[config.mk]
export PLATFORM = sky130hd
export DESIGN_NAME = protobuf_wire_field_scanner_core
export DESIGN_NICKNAME = d
export VERILOG_FILES = /design/src/sv/pwfs_pkg.sv /design/src/sv/pwfs_parser.sv /design/src/sv/pwfs_out_buf.sv /design/src/sv/protobuf_wire_field_scanner_core.sv
export SDC_FILE = /design/constraint.sdc
export NUM_CORES = 1
export LEC_CHECK = 0
export ABC_CLOCK_PERIOD_IN_PS = 8610
export BUFFER_PORTS_ARGS = -buffer_cell sky130_fd_sc_hd__buf_2
export CORE_UTILIZATION = 40
export CTS_CLUSTER_SIZE = 25
export DETAILED_ROUTE_END_ITERATION = 6
export PLACE_DENSITY_LB_ADDON = 0.1
export SLEW_MARGIN = 20
export SYNTH_ARGS = -nofsm -noshare
export SYNTH_HDL_FRONTEND = slang
export SYNTH_SLANG_ARGS = --single-unit
[constraint.sdc]
create_clock -name clk -period 8.61 [get_ports clk]
set_input_delay 0 -clock clk [delete_from_list [all_inputs] [get_ports clk]]
set_output_delay 0 -clock clk [all_outputs]
set_load 0.1 [all_outputs]
[src/sv/pwfs_pkg.sv]
package pwfs_pkg;

  localparam int LEN_BITS_DEFAULT = 16;
  localparam int ACC_BITS = 32;
  localparam logic [7:0] MAX_DETAIL_LEN_RESET = 8'd255;
  localparam logic [28:0] DETAIL_FIELD = 29'd2;

  typedef enum logic {
    OP_START = 1'b0,
    OP_BYTE  = 1'b1
  } op_t;

  typedef enum logic [2:0] {
    WT_VARINT = 3'd0,
    WT_I64    = 3'd1,
    WT_LEN    = 3'd2,
    WT_SGROUP = 3'd3,
    WT_EGROUP = 3'd4,
    WT_I32    = 3'd5,
    WT_RSVD6  = 3'd6,
    WT_RSVD7  = 3'd7
  } wire_type_t;

  typedef struct packed {
    op_t         op;
    logic [15:0] message_length;
    logic [7:0]  byte_value;
  } in_item_t;

  typedef struct packed {
    logic       detail_valid;
    logic       detail_restart;
    logic [7:0] detail_byte;
    logic       done_res;
    logic       parse_status;
  } out_item_t;

endpackage

[src/sv/pwfs_parser.sv]
module pwfs_parser
  import pwfs_pkg::*;
#(
  parameter int LEN_BITS = LEN_BITS_DEFAULT
) (
  input  logic      clk,
  input  logic      rst,
  input  logic      item_valid,
  input  in_item_t  item,
  input  logic      cfg_we,
  input  logic [7:0] cfg_data,
  output out_item_t result
);

  typedef enum logic [7:0] {
    PH_IDLE      = 8'b0000_0001,
    PH_TAG       = 8'b0000_0010,
    PH_VARVAL    = 8'b0000_0100,
    PH_LENSKIP   = 8'b0000_1000,
    PH_LENDETAIL = 8'b0001_0000,
    PH_SKIP      = 8'b0010_0000,
    PH_COPY      = 8'b0100_0000,
    PH_DRAIN     = 8'b1000_0000
  } phase_t;

  localparam logic [3:0] NEED_FIXED64 = 4'd8;
  localparam logic [3:0] NEED_FIXED32 = 4'd4;
  localparam logic [3:0] VARINT_LAST = 4'd9;
  localparam logic [6:0] SHIFT_CAP = 7'd63;
  localparam logic [63:0] HI_MASK = ~((64'd1 << LEN_BITS) - 64'd1);

  logic [7:0]          max_detail_len;
  phase_t              phase, phase_next;
  logic [ACC_BITS-1:0] acc_lo, acc_lo_next;
  logic                acc_hi, acc_hi_next;
  logic [3:0]          vshift, vshift_next;
  logic [LEN_BITS-1:0] consumed, consumed_next;
  logic [LEN_BITS-1:0] total, total_next;
  logic [LEN_BITS-1:0] skip, skip_next;
  logic [7:0]          copy, copy_next;
  logic                stopped, stopped_next;
  logic                first, first_next;

  logic [6:0]          shamt_raw;
  logic [5:0]          shamt;
  logic [63:0]         shifted;
  logic [ACC_BITS-1:0] fed_lo;
  logic                fed_hi;
  logic                fin;
  logic [LEN_BITS-1:0] cons_inc;
  logic [LEN_BITS-1:0] remaining;
  logic [LEN_BITS-1:0] len_n;
  logic                len_bad;
  logic [LEN_BITS-1:0] max_ext;
  logic [LEN_BITS-1:0] copy_cnt;
  logic [LEN_BITS-1:0] skip_dec;
  logic [7:0]          copy_dec;

  always_comb begin
    shamt_raw = 7'(vshift) * 7'd7;
    shamt     = (shamt_raw > SHIFT_CAP) ? SHIFT_CAP[5:0] : shamt_raw[5:0];
    shifted   = {57'd0, item.byte_value[6:0]} << shamt;
    fed_lo    = acc_lo | shifted[ACC_BITS-1:0];
    fed_hi    = acc_hi | (|(shifted & HI_MASK));
    fin       = !item.byte_value[7];
    cons_inc  = consumed + LEN_BITS'(1);
    remaining = total - cons_inc;
    len_n     = fed_lo[LEN_BITS-1:0];
    len_bad   = fed_hi || (len_n > remaining);
    max_ext   = LEN_BITS'(max_detail_len);
    copy_cnt  = (len_n < max_ext) ? len_n : max_ext;
    skip_dec  = (skip != '0) ? skip - LEN_BITS'(1) : skip;
    copy_dec  = (copy != '0) ? copy - 8'd1 : copy;
  end

  always_comb begin
    phase_next    = phase;
    acc_lo_next   = acc_lo;
    acc_hi_next   = acc_hi;
    vshift_next   = vshift;
    consumed_next = consumed;
    total_next    = total;
    skip_next     = skip;
    copy_next     = copy;
    stopped_next  = stopped;
    first_next    = first;
    result        = '0;

    if (item.op == OP_START) begin
      total_next    = LEN_BITS'(item.message_length);
      consumed_next = '0;
      skip_next     = '0;
      copy_next     = '0;
      stopped_next  = 1'b0;
      acc_lo_next   = '0;
      acc_hi_next   = 1'b0;
      vshift_next   = '0;
      phase_next    = PH_TAG;
      if (total_next == '0) begin
        result.done_res = 1'b1;
        phase_next      = PH_IDLE;
      end
    end else if (phase != PH_IDLE) begin
      consumed_next = cons_inc;
      unique case (phase)
        PH_TAG, PH_VARVAL, PH_LENSKIP, PH_LENDETAIL: begin
          acc_lo_next = fed_lo;
          acc_hi_next = fed_hi;
          if (!fin) begin
            if (vshift >= VARINT_LAST) begin
              stopped_next = 1'b1;
              phase_next   = PH_DRAIN;
            end else begin
              vshift_next = vshift + 4'd1;
            end
          end else if (phase == PH_TAG) begin
            case (wire_type_t'(fed_lo[2:0]))
              WT_VARINT: begin
                acc_lo_next = '0;
                acc_hi_next = 1'b0;
                vshift_next = '0;
                phase_next  = PH_VARVAL;
              end
              WT_LEN: begin
                acc_lo_next = '0;
                acc_hi_next = 1'b0;
                vshift_next = '0;
                phase_next  = (fed_lo[ACC_BITS-1:3] == DETAIL_FIELD) ? PH_LENDETAIL
                                                                      : PH_LENSKIP;
              end
              WT_I64, WT_I32: begin
                if (remaining < LEN_BITS'((fed_lo[2:0] == WT_I64) ? NEED_FIXED64
                                                                 : NEED_FIXED32)) begin
                  stopped_next = 1'b1;
                  phase_next   = PH_DRAIN;
                end else begin
                  skip_next  = LEN_BITS'((fed_lo[2:0] == WT_I64) ? NEED_FIXED64
                                                                 : NEED_FIXED32);
                  phase_next = PH_SKIP;
                end
              end
              default: begin
                stopped_next = 1'b1;
                phase_next   = PH_DRAIN;
              end
            endcase
          end else if (phase == PH_VARVAL) begin
            acc_lo_next = '0;
            acc_hi_next = 1'b0;
            vshift_next = '0;
            phase_next  = PH_TAG;
          end else if (len_bad) begin
            stopped_next = 1'b1;
            phase_next   = PH_DRAIN;
          end else if (len_n == '0) begin
            acc_lo_next = '0;
            acc_hi_next = 1'b0;
            vshift_next = '0;
            phase_next  = PH_TAG;
          end else if (phase == PH_LENDETAIL && max_detail_len != 8'd0) begin
            copy_next  = copy_cnt[7:0];
            skip_next  = len_n - copy_cnt;
            first_next = 1'b1;
            phase_next = PH_COPY;
          end else begin
            skip_next  = len_n;
            phase_next = PH_SKIP;
          end
        end
        PH_SKIP: begin
          skip_next = skip_dec;
          if (skip_dec == '0) begin
            acc_lo_next = '0;
            acc_hi_next = 1'b0;
            vshift_next = '0;
            phase_next  = PH_TAG;
          end
        end
        PH_COPY: begin
          result.detail_valid   = 1'b1;
          result.detail_byte    = item.byte_value;
          result.detail_restart = first;
          first_next            = 1'b0;
          copy_next             = copy_dec;
          if (copy_dec == 8'd0) begin
            if (skip != '0) begin
              phase_next = PH_SKIP;
            end else begin
              acc_lo_next = '0;
              acc_hi_next = 1'b0;
              vshift_next = '0;
              phase_next  = PH_TAG;
            end
          end
        end
        default: begin
        end
      endcase
      if (cons_inc == total) begin
        result.done_res     = 1'b1;
        result.parse_status = stopped_next || (phase_next != PH_TAG) ||
                              (vshift_next != 4'd0);
        phase_next          = PH_IDLE;
      end
    end
  end

  always_ff @(posedge clk) begin
    if (rst) begin
      max_detail_len <= MAX_DETAIL_LEN_RESET;
      phase          <= PH_IDLE;
      acc_lo         <= '0;
      acc_hi         <= 1'b0;
      vshift         <= '0;
      consumed       <= '0;
      total          <= '0;
      skip           <= '0;
      copy           <= '0;
      stopped        <= 1'b0;
      first          <= 1'b0;
    end else begin
      if (cfg_we) begin
        max_detail_len <= cfg_data;
      end
      if (item_valid) begin
        phase    <= phase_next;
        acc_lo   <= acc_lo_next;
        acc_hi   <= acc_hi_next;
        vshift   <= vshift_next;
        consumed <= consumed_next;
        total    <= total_next;
        skip     <= skip_next;
        copy     <= copy_next;
        stopped  <= stopped_next;
        first    <= first_next;
      end
    end
  end

endmodule

[src/sv/pwfs_out_buf.sv]
module pwfs_out_buf
  import pwfs_pkg::*;
(
  input  logic      clk,
  input  logic      rst,
  input  logic      push,
  input  out_item_t push_data,
  output logic      push_ready,
  output logic      out_valid,
  input  logic      out_ready,
  output out_item_t out_data
);

  logic      skid_valid;
  out_item_t skid_data;
  logic      pop;

  assign pop        = out_valid && out_ready;
  assign push_ready = !skid_valid;

  always_ff @(posedge clk) begin
    if (rst) begin
      out_valid  <= 1'b0;
      skid_valid <= 1'b0;
    end else begin
      if (push) begin
        if (!out_valid || pop) begin
          out_valid <= 1'b1;
          out_data  <= push_data;
        end else begin
          skid_valid <= 1'b1;
          skid_data  <= push_data;
        end
      end else if (pop) begin
        if (skid_valid) begin
          out_data   <= skid_data;
          skid_valid <= 1'b0;
        end else begin
          out_valid <= 1'b0;
        end
      end
    end
  end

endmodule

[src/sv/protobuf_wire_field_scanner_core.sv]
// Protocol-buffers wire-format field scanner. Every input transaction is
// either a message start carrying the byte count or one message byte, and
// each one yields exactly one result transaction, in order. The block takes
// one transaction per clock cycle while in_ready is high: the tag, length
// and value varint decode plus the skip and copy counters all update in the
// single next-state stage ahead of the result register. Results land in an
// output register backed by a one-entry skid register; in_ready drops only
// while both hold results that have not been taken. Up to max_detail_len
// leading bytes of each field 2 string come out with detail_valid set, the
// first of each flagged by detail_restart, and done_res with parse_status
// marks the end of each message. max_detail_len is written through the
// cfg channel and should only change while no message is in flight.
module protobuf_wire_field_scanner_core
  import pwfs_pkg::*;
#(
  parameter int LEN_BITS = LEN_BITS_DEFAULT
) (
  input  logic       clk,
  input  logic       rst,
  input  logic       in_valid,
  output logic       in_ready,
  input  in_item_t   in_data,
  output logic       out_valid,
  input  logic       out_ready,
  output out_item_t  out_data,
  input  logic       cfg_valid,
  output logic       cfg_ready,
  input  logic [7:0] cfg_data
);

  logic      accept;
  out_item_t result;

  assign accept    = in_valid && in_ready;
  assign cfg_ready = 1'b1;

  pwfs_parser #(
    .LEN_BITS(LEN_BITS)
  ) u_parser (
    .clk       (clk),
    .rst       (rst),
    .item_valid(accept),
    .item      (in_data),
    .cfg_we    (cfg_valid && cfg_ready),
    .cfg_data  (cfg_data),
    .result    (result)
  );

  pwfs_out_buf u_out_buf (
    .clk       (clk),
    .rst       (rst),
    .push      (accept),
    .push_data (result),
    .push_ready(in_ready),
    .out_valid (out_valid),
    .out_ready (out_ready),
    .out_data  (out_data)
  );

endmodule

---- Word level (Yosys, flattened, before mapping) ----
Index checks and enable logic that the tools add are counted.
word-level totals
  ROM bits ................................ 0
  memories kept ........................... 0
  latch bits .............................. 0
  bits of input ports ..................... 38
  output and inout port bits .............. 15
  bits in writable memories ............... 0
  word-level logic and storage cells ...... 239
  bits in registers ....................... 137
cells by class
  mux-type cells .......................... 123
  magnitude comparators ................... 5
  multiply operators ...................... 1
  reduce and logical (&&, ||, !) cells .... 35
  shift-type cells ........................ 1
  eq/ne operators ......................... 40
  bitwise operators ....................... 5
  divide/modulo/power cells ............... 0
  add/subtract/negate cells ............... 6
operator list
  operator               number
  $mux 32                11
  $mux 16                14
  $mux 8                 23
  $pmux 32 s3            1
  $shl 7x6->64           1
  $mux 12                5
  $mux 4                 15
  $logic_not 16->1       3
  $pmux 8 s3             2
  $reduce_or 48->1       1
  $mux 1                 38
  $or 32x32->32          1
  $pmux 16 s2            1
  $sub 16x16->16         2
  $eq 29x2->1 const B    1
  $mux 10                2
  $ne 3x3->1 const B     6
  $reduce_and 9->1       2
  $add 16x1->16 const B  1
  $eq 16x16->1           1
  $gt 16x16->1           1
  $lt 16x16->1           1
  $lt 16x8->1            1
  $pmux 8 s2             1
  other kinds (49)       81

---- Depth between registers and ports, before layout ----
Gate-level depths: netlist of run 1.
  depth after elaboration ................. 23
  mapped depth ............................ 34

---- By module ----
From an unflattened synthesis of run 1, not the netlist that was laid out.
second synthesis, totals
  cell total of the unflattened synthesis .. 1469
  area total of the unflattened synthesis .. 11283.3 um^2
by module, submodules not included
  module                            seq. area each (um^2)  times used  cells each  area each (um^2)
  pwfs_parser                       2222.1                 1           1414        10253.6
  pwfs_out_buf                      760.7                  1           52          1012.2
  protobuf_wire_field_scanner_core  0.0                    1           3           17.5

---- Worst setup path after synthesis of run 1 ----
Ideal clock, no wire load.
  path kind ............................... flip-flop to flip-flop
  start ................................... register u_parser.vshift[1]
  end ..................................... register u_parser.skip[13]
  library setup time ...................... 0.076 ns
  arrival ................................. 6.357 ns
  buffers on the path ..................... 1
  cell stages (with the launch flop) ...... 29
  path slack .............................. 2.177 ns
  cell sequence ........................... dfxtp_1 fa_1 ha_1 fa_1 clkbuf_1 nor2_1 and3_1 a21oi_2 inv_1 ha_1 a21boi_0 o21ai_0 nand2b_1 a21oi_1 o211ai_2 mux2i_1 ha_1 nor2b_1 o21ai_0 a21oi_1 o21ai_0 nand2b_1 a211oi_1 nor2_1 or4_1 nor3_1 xor2_1 a22oi_1 o22ai_1
between the ends
  word-level cells in the longest chain between the ends .. 17
  elaborated cells between the ends (all ways) .. 32
  those cells by class .................... add/sub (1); mul (1); order compare (4); eq/ne (6); shift (1); mux (12); bitwise (2); reduce/logical (5)
ends and longest elaborated chain
  what                      RTL line            RTL
  start: declaration        pwfs_parser.sv:36   logic [3:0] vshift, vshift_next;
  start signal: assignment  pwfs_parser.sv:229  vshift <= vshift_next;
  $mul 4x3->7 *             pwfs_parser.sv:60   shamt_raw = 7'(vshift) * 7'd7;
  $gt 7x6->1                pwfs_parser.sv:61   shamt = (shamt_raw > SHIFT_CAP) ? SHIFT_CAP[5:0] : shamt_raw[5:0];
  $mux 6 *                  pwfs_parser.sv:61
  $shl 7x6->64 *            pwfs_parser.sv:62   shifted = {57'd0, item.byte_value[6:0]} << shamt;
  $or 32x32->32             pwfs_parser.sv:63   fed_lo = acc_lo | shifted[ACC_BITS-1:0];
  $lt 16x8->1               pwfs_parser.sv:71   copy_cnt = (len_n < max_ext) ? len_n : max_ext;
  $mux 16                   pwfs_parser.sv:71
  $sub 16x16->16            pwfs_parser.sv:162  skip_next = len_n - copy_cnt;
  $mux 16                   pwfs_parser.sv:160  end else if (phase == PH_LENDETAIL && max_detail_len != 8'd0) begin
  $mux 16                   pwfs_parser.sv:155  end else if (len_n == '0) begin
  $mux 16                   pwfs_parser.sv:152  end else if (len_bad) begin
  $mux 16                   pwfs_parser.sv:147  end else if (phase == PH_VARVAL) begin
  $mux 16                   pwfs_parser.sv:116  end else if (phase == PH_TAG) begin
  $mux 16                   pwfs_parser.sv:109  if (!fin) begin
  $pmux 16 s2               pwfs_parser.sv:105  unique case (phase)
  $mux 16                   pwfs_parser.sv:103  end else if (phase != PH_IDLE) begin
  $mux 16                   pwfs_parser.sv:89   if (item.op == OP_START) begin
  end signal: assignment    pwfs_parser.sv:232  skip <= skip_next;
  end: declaration          pwfs_parser.sv:39   logic [LEN_BITS-1:0] skip, skip_next;
Every way passes the cells marked *; elsewhere a longest branch is shown, timed or not. The select of a mux whose other input is x is not followed.
A chain may end at the register's enable or synchronous reset.

---- Worst setup path after layout of run 1 ----
  start ................................... register u_parser.vshift[0]
  end ..................................... register u_parser.skip[14]
Same word-level chain as after synthesis.

==> results.sh, run 1 <==
export IMPL_die_area_mm2=0.02751
export IMPL_synthMuxAreaShare_pct=3.367
export IMPL_setup_violations=0
export IMPL_nets=1541
export IMPL_rsz0062_at_grt="false"
export IMPL_r2r_worst_path_cells=28
export IMPL_yosys_warnings=0
export IMPL_start_util_pct=40.98
export IMPL_drt_first_pass_iters=5
export IMPL_cts_setup_buffers=0
export IMPL_cts_hold_buf=42
export IMPL_whs_path_depth=2
export IMPL_power_switching_share_pct=31.08
export IMPL_drt_iter0_markers=850
export IMPL_intPower_w=0.001277
export IMPL_synth_cell_types=93
export IMPL_syn_nets=1481
export IMPL_gp_congestion=0.9800
export IMPL_slowest_delay_ns=0.84
export IMPL_ys_seq_elements=137
export IMPL_clockPowerShare_pct=45.4
export IMPL_synth_async_reset_ratio_pct=0
export IMPL_clock_sinks=137
export IMPL_critical_path_peak_fanout=43
export IMPL_pin_count=53
export IMPL_hold_violations=0
export IMPL_numCtsBuffers=17
export IMPL_routed_wl_mm=35.40
export IMPL_multi_input_area_mm2=0.007197
export IMPL_core_area_mm2=0.02621
export IMPL_hold_class="in2reg"
export IMPL_path_clk_slew_ns=0.07
export IMPL_cts_tree="built"
export IMPL_synth_compound_area_share_pct=26.48
export IMPL_synth_top_family_by_area="compound AO/OA/AOI/OAI gates"
export IMPL_yosysMostFrequentCell="nand2_1"
export IMPL_yosys_area_share_adder_pct=7.992
export IMPL_synth_commonest_cells="nand2_1 (141), nor2_1 (129), dfxtp_1 (113), a21oi_1 (104), inv_1 (67)"
export IMPL_syn2layout_area_growth_pct=14.95
export IMPL_chipWidth_um=165.9
export IMPL_seqPwrFrac_pct=36.3
export IMPL_arrival_ns=8.10
export IMPL_cts_path_max_buffers=2
export IMPL_root_buffer="clkbuf_16"
export IMPL_synth_top_area_share_pct=21.06
export IMPL_vias=10810
export IMPL_yosys_area_top_type="dfxtp_1"
export IMPL_grt_pass1_vias=10180
export IMPL_ant_nets=0
export IMPL_vdd_ir_drop_worst_mv=0.1133
export IMPL_viasPerCell=6.055
export IMPL_leakage_nw=4.930
export IMPL_hp_start="in_data[5]"
export IMPL_dieHeight_um=165.9
export IMPL_yosysSeqAreaShare_pct=27.77
export IMPL_slew_violations=0
export IMPL_drive_above_1_share_pct=10.61
export IMPL_max_freq_ghz=0.1286
export IMPL_dp_hpwl_mm=25.71
export IMPL_synth_cells=1378
export IMPL_startpoint="u_parser.vshift[0]"
export IMPL_timing_worst_setup_path_type="reg2reg"
export IMPL_grt_pass1_wl_mm=56.73
export IMPL_worstMarginPinSlew_ns=0.9991
export IMPL_endpoint_kind="flip-flop"
export IMPL_antenna_found_initial=0
export IMPL_power_w=0.001853
export IMPL_synth_area_top_cells="dfxtp_1 (21%), ha_1 (6.9%), edfxtp_1 (6.7%), nand2_1 (4.9%), a21oi_1 (4.8%)"
export IMPL_skew_ns=0.01922
export IMPL_n_fill_cell=2620
export IMPL_num_rows=59
export IMPL_grtUsageTotal_pct=25.83
export IMPL_synth_ff_type="dfxtp_1"
export IMPL_worst_setup_path_start_kind="flip-flop"
export IMPL_crit_path_top_delay_cell="ha_1"
export IMPL_drc=0
export IMPL_post_drt_wl_per_cell_um=19.82
export IMPL_worst_slew_margin_rel_pct=32.78
export IMPL_synth_edff_count=24
export IMPL_cts_max_level=4
export IMPL_port_buffers=51
export IMPL_antenna_cells=0
export IMPL_ctsResizeCount=0
export IMPL_clock_latency_ns=0.45
export IMPL_grt_overflow=0
export IMPL_finalSetupTns_ns=0
export IMPL_power_density_mw_per_mm2=150.1
export IMPL_r2r_start="u_parser.vshift[0]"
export IMPL_p_switching_w=0.0005759
export IMPL_synth_area_per_cell_um2=7.794
export IMPL_maxCapViolations=0
export IMPL_final_min_clock_period_ns=7.778
export IMPL_worstPathRequired_ns=8.94
export IMPL_synth_xor_area_share_pct=3.833
export IMPL_synth_area_mm2=0.01074
export IMPL_yosys_area_share_simple_pct=25.22
export IMPL_power_frac_comb_pct=18.2
export IMPL_regArea_mm2=0.002983
export IMPL_grt_max_degree=49
export IMPL_status="finished clean"
export IMPL_fin_crit_sh_pct=90.34
export IMPL_r2r_setup_slack_ns=0.83
[sequential cells by signal, summed over array words and instances, names as in the netlist]
register,cells
u_parser.acc_lo,32
u_parser.consumed,16
u_parser.skip,16
u_parser.total,16
u_out_buf.out_data,12
u_out_buf.skid_data,12
u_parser.copy,8
u_parser.max_detail_len,8
u_parser.phase,8
u_parser.vshift,4
u_out_buf.out_valid,1
u_out_buf.skid_valid,1
u_parser.acc_hi,1
u_parser.first,1
u_parser.stopped,1
[layout by cell type, fill, tap and decap left out, drive strengths merged, types with 8 or more instances in the layout]
cell type / count
o211ai: 14
o21ai: 65
clkbuf: 18
and2: 17
a22o: 8
and4: 8
buf: 70
xnor2: 25
inv: 77
nor2b: 8
o22ai: 20
xor2: 22
nand2b: 15
a21oi: 106
or3: 17
edfxtp: 24
a22oi: 22
nand4: 20
nand3: 35
a31oi: 29
a21o: 17
or2: 10
dlygate4sd3: 42
o31ai: 10
nor4: 33
and3: 13
mux2: 14
mux2i: 20
a211oi: 19
nor2: 129
o21a: 21
nand2: 141
o2111ai: 8
a211o: 8
nor3: 51
ha: 59
dfxtp: 113
[cells by family (layout without fill, tap and decap cells)]
group,Yosys count,after routing
and+or+nand+nor,536,536
AOI/OAI and AO/OA,418,418
buffers and inverters,140,213
DFF,137,137
adders and majority gates,65,65
xor gates and xnor gates,47,47
muxes,34,34
other,1,1
[power groups by stage]
stage / clock network [W] / registers (W) / logic (W)
6_report: 0.000842 / 0.000673 / 0.000338
5_1_grt: 0.000881 / 0.000675 / 0.000370
4_1_cts: 0.000858 / 0.000673 / 0.000331
3_5_place_dp: 0 / 0.000688 / 0.000315
3_3_place_gp: 0 / 0.000687 / 0.000315
2_1_floorplan: 0 / 0.000708 / 0.000207
[layout make-up]
type,count,share of cell area [%]
Clock buffer,18,3.649
Inverter,69,2.098
Multi-Input combinational cell,1101,58.30
Tap cell,335,3.395
Timing Repair Buffer,112,6.628
Sequential cell,137,24.16
Clock inverter,14,1.774
[per-layer routing]
layer	wire length (um)	vias up	global-route usage, %
met5	0	-	0
met4	1324	0	11.66
met3	2077	88	4.409
met2	16110	397	41.69
met1	15880	5084	33.76
li1	-	5245	-
[critical path: cells and delay by family, from the launching register on]
kind | cells | cell delay [ns]
fa+ha+maj | 3 | 1.49
simple gates | 8 | 1.74
buf+inv | 4 | 0.98
mux | 1 | 0.30
flops | 1 | 0.38
xor+xnor | 1 | 0.15
compound gates | 11 | 2.62
[worst paths after layout]
kind / endpoint
min reg2reg: u_parser.acc_lo[16]
max: u_parser.skip[14]
max reg2reg: u_parser.skip[14]
min: u_out_buf.skid_data[7]
[per-stage QoR]
stage | utilization (%) | instance area [um^2] | instances | hold WS (ns) | setup slack [ns]
floorplan | - | 10740 | 1378 | 0.1017 | 2.177
global placement | 42.94 | 11250 | 1712 | 0.2183 | 1.099
detailed placement | 42.94 | 11250 | 1712 | 0.2214 | 0.9736
CTS | 47.10 | 12340 | 1786 | 0.02226 | 0.9296
global route | 47.11 | 12350 | 1786 | 0.04078 | 0.09523
finish | 47.11 | 12350 | 1786 | 0.03346 | 0.8319
Note: power is estimated with default switching activity, not from simulation.
==> run 2, diff against run 1 <==
Settings changed: MAX_ROUTING_LAYER set to met4, PLACE_DENSITY_LB_ADDON 0.1 to 0.2.
==> results.sh, run 2 (synthesis results as in run 1) <==
export IMPL_status="finished clean"
export IMPL_multi_input_area_mm2=0.007199
export IMPL_worst_slew_margin_rel_pct=32.57
export IMPL_finalSetupTns_ns=0
export IMPL_r2r_setup_slack_ns=0.96
export IMPL_hold_violations=0
export IMPL_top_register="u_parser.acc_lo"
export IMPL_drc=0
export IMPL_met3_usage_pct=3.027
export IMPL_power_w=0.001776
export IMPL_ant_nets=0
export IMPL_post_drt_wl_per_cell_um=19.46
export IMPL_cts_max_level=4
export IMPL_met1_usage_pct=33.78
export IMPL_crit_buf_inv=2
export IMPL_worstMarginPinSlew_ns=1.002
export IMPL_max_freq_ghz=0.1308
export IMPL_root_buffer="clkbuf_16"
export IMPL_seqPwrFrac_pct=37.9
export IMPL_grtUsageTotal_pct=25.97
export IMPL_regArea_mm2=0.002983
export IMPL_fin_ws_ns=0.9650
export IMPL_p_switching_w=0.0005959
export IMPL_n_fill_cell=2647
export IMPL_layout_commonest_cell="nand2_1"
export IMPL_busiest_layer="met2"
export IMPL_crit_path_end="u_parser.skip[14]"
export IMPL_r2r_worst_path_cells=29
export IMPL_routed_wl_mm=34.70
export IMPL_cts_tree="built"
export IMPL_numCtsBuffers=17
export IMPL_viasPerCell=5.997
export IMPL_clock_sinks=137
export IMPL_worstPathRequired_ns=8.95
export IMPL_cts_path_max_buffers=2
export IMPL_maxCapViolations=0
export IMPL_startpoint="u_parser.vshift[0]"
export IMPL_drt_iter0_markers=944
export IMPL_power_frac_comb_pct=18.7
export IMPL_die_area_mm2=0.02751
export IMPL_rsz0062_at_grt="false"
export IMPL_vias=10690
export IMPL_hold_class="in2reg"
export IMPL_worst_setup_path_start_kind="flip-flop"
export IMPL_endpoint_kind="flip-flop"
export IMPL_gp_congestion=0.9812
export IMPL_r2r_start="u_parser.vshift[0]"
export IMPL_setup_violations=0
export IMPL_chipWidth_um=165.9
export IMPL_path_clk_slew_ns=0.07
export IMPL_cp_top_family="adder cells"
export IMPL_antenna_found_initial=0
export IMPL_leakage_nw=4.889
export IMPL_timing_worst_setup_path_type="reg2reg"
export IMPL_intPower_w=0.001181
export IMPL_drt_first_pass_iters=6
export IMPL_antenna_cells=0
export IMPL_clockPowerShare_pct=43.4
export IMPL_met2_usage_pct=42.21
export IMPL_skew_ns=0.01441
export IMPL_dpl_cell_area_mm2=0.01123
export IMPL_dp_slack_ns=1.070
export IMPL_final_min_clock_period_ns=7.645
export IMPL_drive_above_1_share_pct=10.50
export IMPL_syn2layout_area_growth_pct=14.29
export IMPL_dieHeight_um=165.9
export IMPL_ctsResizeCount=0
export IMPL_dp_hpwl_mm=25.37
export IMPL_arrival_ns=7.98
export IMPL_fin_crit_sh_pct=88.79
export IMPL_slowest_delay_ns=1.03
export IMPL_stdcell_area_mm2=0.01228
export IMPL_power_switching_share_pct=33.54
export IMPL_port_buffers=51
export IMPL_power_density_mw_per_mm2=144.7
export IMPL_critical_path_peak_fanout=19
export IMPL_final_cell_mix="nand2_1 (141), nor2_1 (127), dfxtp_1 (113)"
export IMPL_grt_overflow=0
export IMPL_nets=1538
export IMPL_num_rows=59
export IMPL_clock_latency_ns=0.45
export IMPL_grt_pass1_vias=10150
export IMPL_core_area_mm2=0.02621
export IMPL_grt_max_degree=84
export IMPL_grt_pass1_wl_mm=55.70
export IMPL_cp_num_cells=29
export IMPL_slew_violations=0
export IMPL_crit_path_top_delay_cell="fa_1"
export IMPL_largest_reg_flops=32
export IMPL_start_util_pct=40.98
export IMPL_pin_count=53
export IMPL_timing_rr_end="u_parser.skip[14]"
export IMPL_vdd_ir_drop_worst_mv=0.1175
==> run 2: cell count changes in the layout (fill, tap and decap cells not counted), sizes merged <==
cell    delta
bufinv     -3
clkbuf     -1
inv        -1
buf        -3
clkinv     +5
==> run 2: through the flow <==
step                cells  utilization (%)  hold slack (ns)
global route         1783            46.84          0.04167
finish               1783            46.84          0.04298
CTS                  1783            46.82          0.02564
floorplan            1378                -           0.1017
global placement     1709            42.86           0.2189
detailed placement   1709            42.86           0.2205
==> run 2: worst register-to-register path, delay by kind of cell, from the launching register on <==
kind                     cells  cell delay [ns]
AO/OA/AOI/OAI               12             2.33
XOR/XNOR                     1             0.14
adder cells (fa/ha/maj)      6             2.70
buffers and inverters        2             0.19
flip-flops                   1             0.62
multiplexers                 1             0.35
AND/OR/NAND/NOR              7             1.21
==> run 2: how the worst min path moves through the flow <==
| stage | from | to | cells after the start | slack [ns] |
|---|---|---|---|---|
| 5_1_grt | in_data[5] | u_out_buf.skid_data[7] | 2 | 0.04 |
| 6_report | in_data[4] | u_out_buf.skid_data[6] | 2 | 0.04 |
| 4_1_cts | in_data[5] | u_out_buf.skid_data[7] | 2 | 0.03 |
| 3_5_place_dp | cfg_data[0] | u_parser.max_detail_len[0] | 3 | 0.22 |
| 2_1_floorplan | out_ready | u_out_buf.skid_valid | 1 | 0.10 |
| 3_3_place_gp | cfg_data[0] | u_parser.max_detail_len[0] | 3 | 0.22 |
==> run 2: area by class of cell <==
class                           instances  share of cell area (%)
Clock buffer                           17                   3.466
Tap cell                              335                   3.415
Timing Repair Buffer                  109                   6.483
Sequential cell                       137                   24.30
Inverter                               69                   2.110
Clock inverter                         15                   1.580
Multi-Input combinational cell       1101                   58.65
==> run 2: power by group through the flow <==
stage / Clock (W) / Combinational, W / Sequential (W)
final: 0.000771 / 0.000332 / 0.000673
after global routing: 0.000815 / 0.000365 / 0.000675
after global placement: 0 / 0.000310 / 0.000688
after detailed placement: 0 / 0.000311 / 0.000688
after floorplan: 0 / 0.000207 / 0.000708
after CTS: 0.000784 / 0.000328 / 0.000673
==> run 2: timing repair <==
item	in CTS	in global routing
buffers inserted	0	0
hold buffers	42	0
endpoints found under the hold margin	26	0
==> run 2: routing by layer <==
metal,vias up,part of all wire [%]
li1,5247,-
met1,5049,45
met2,338,47
met3,58,5.0
met4,0,2.3
met5,-,0
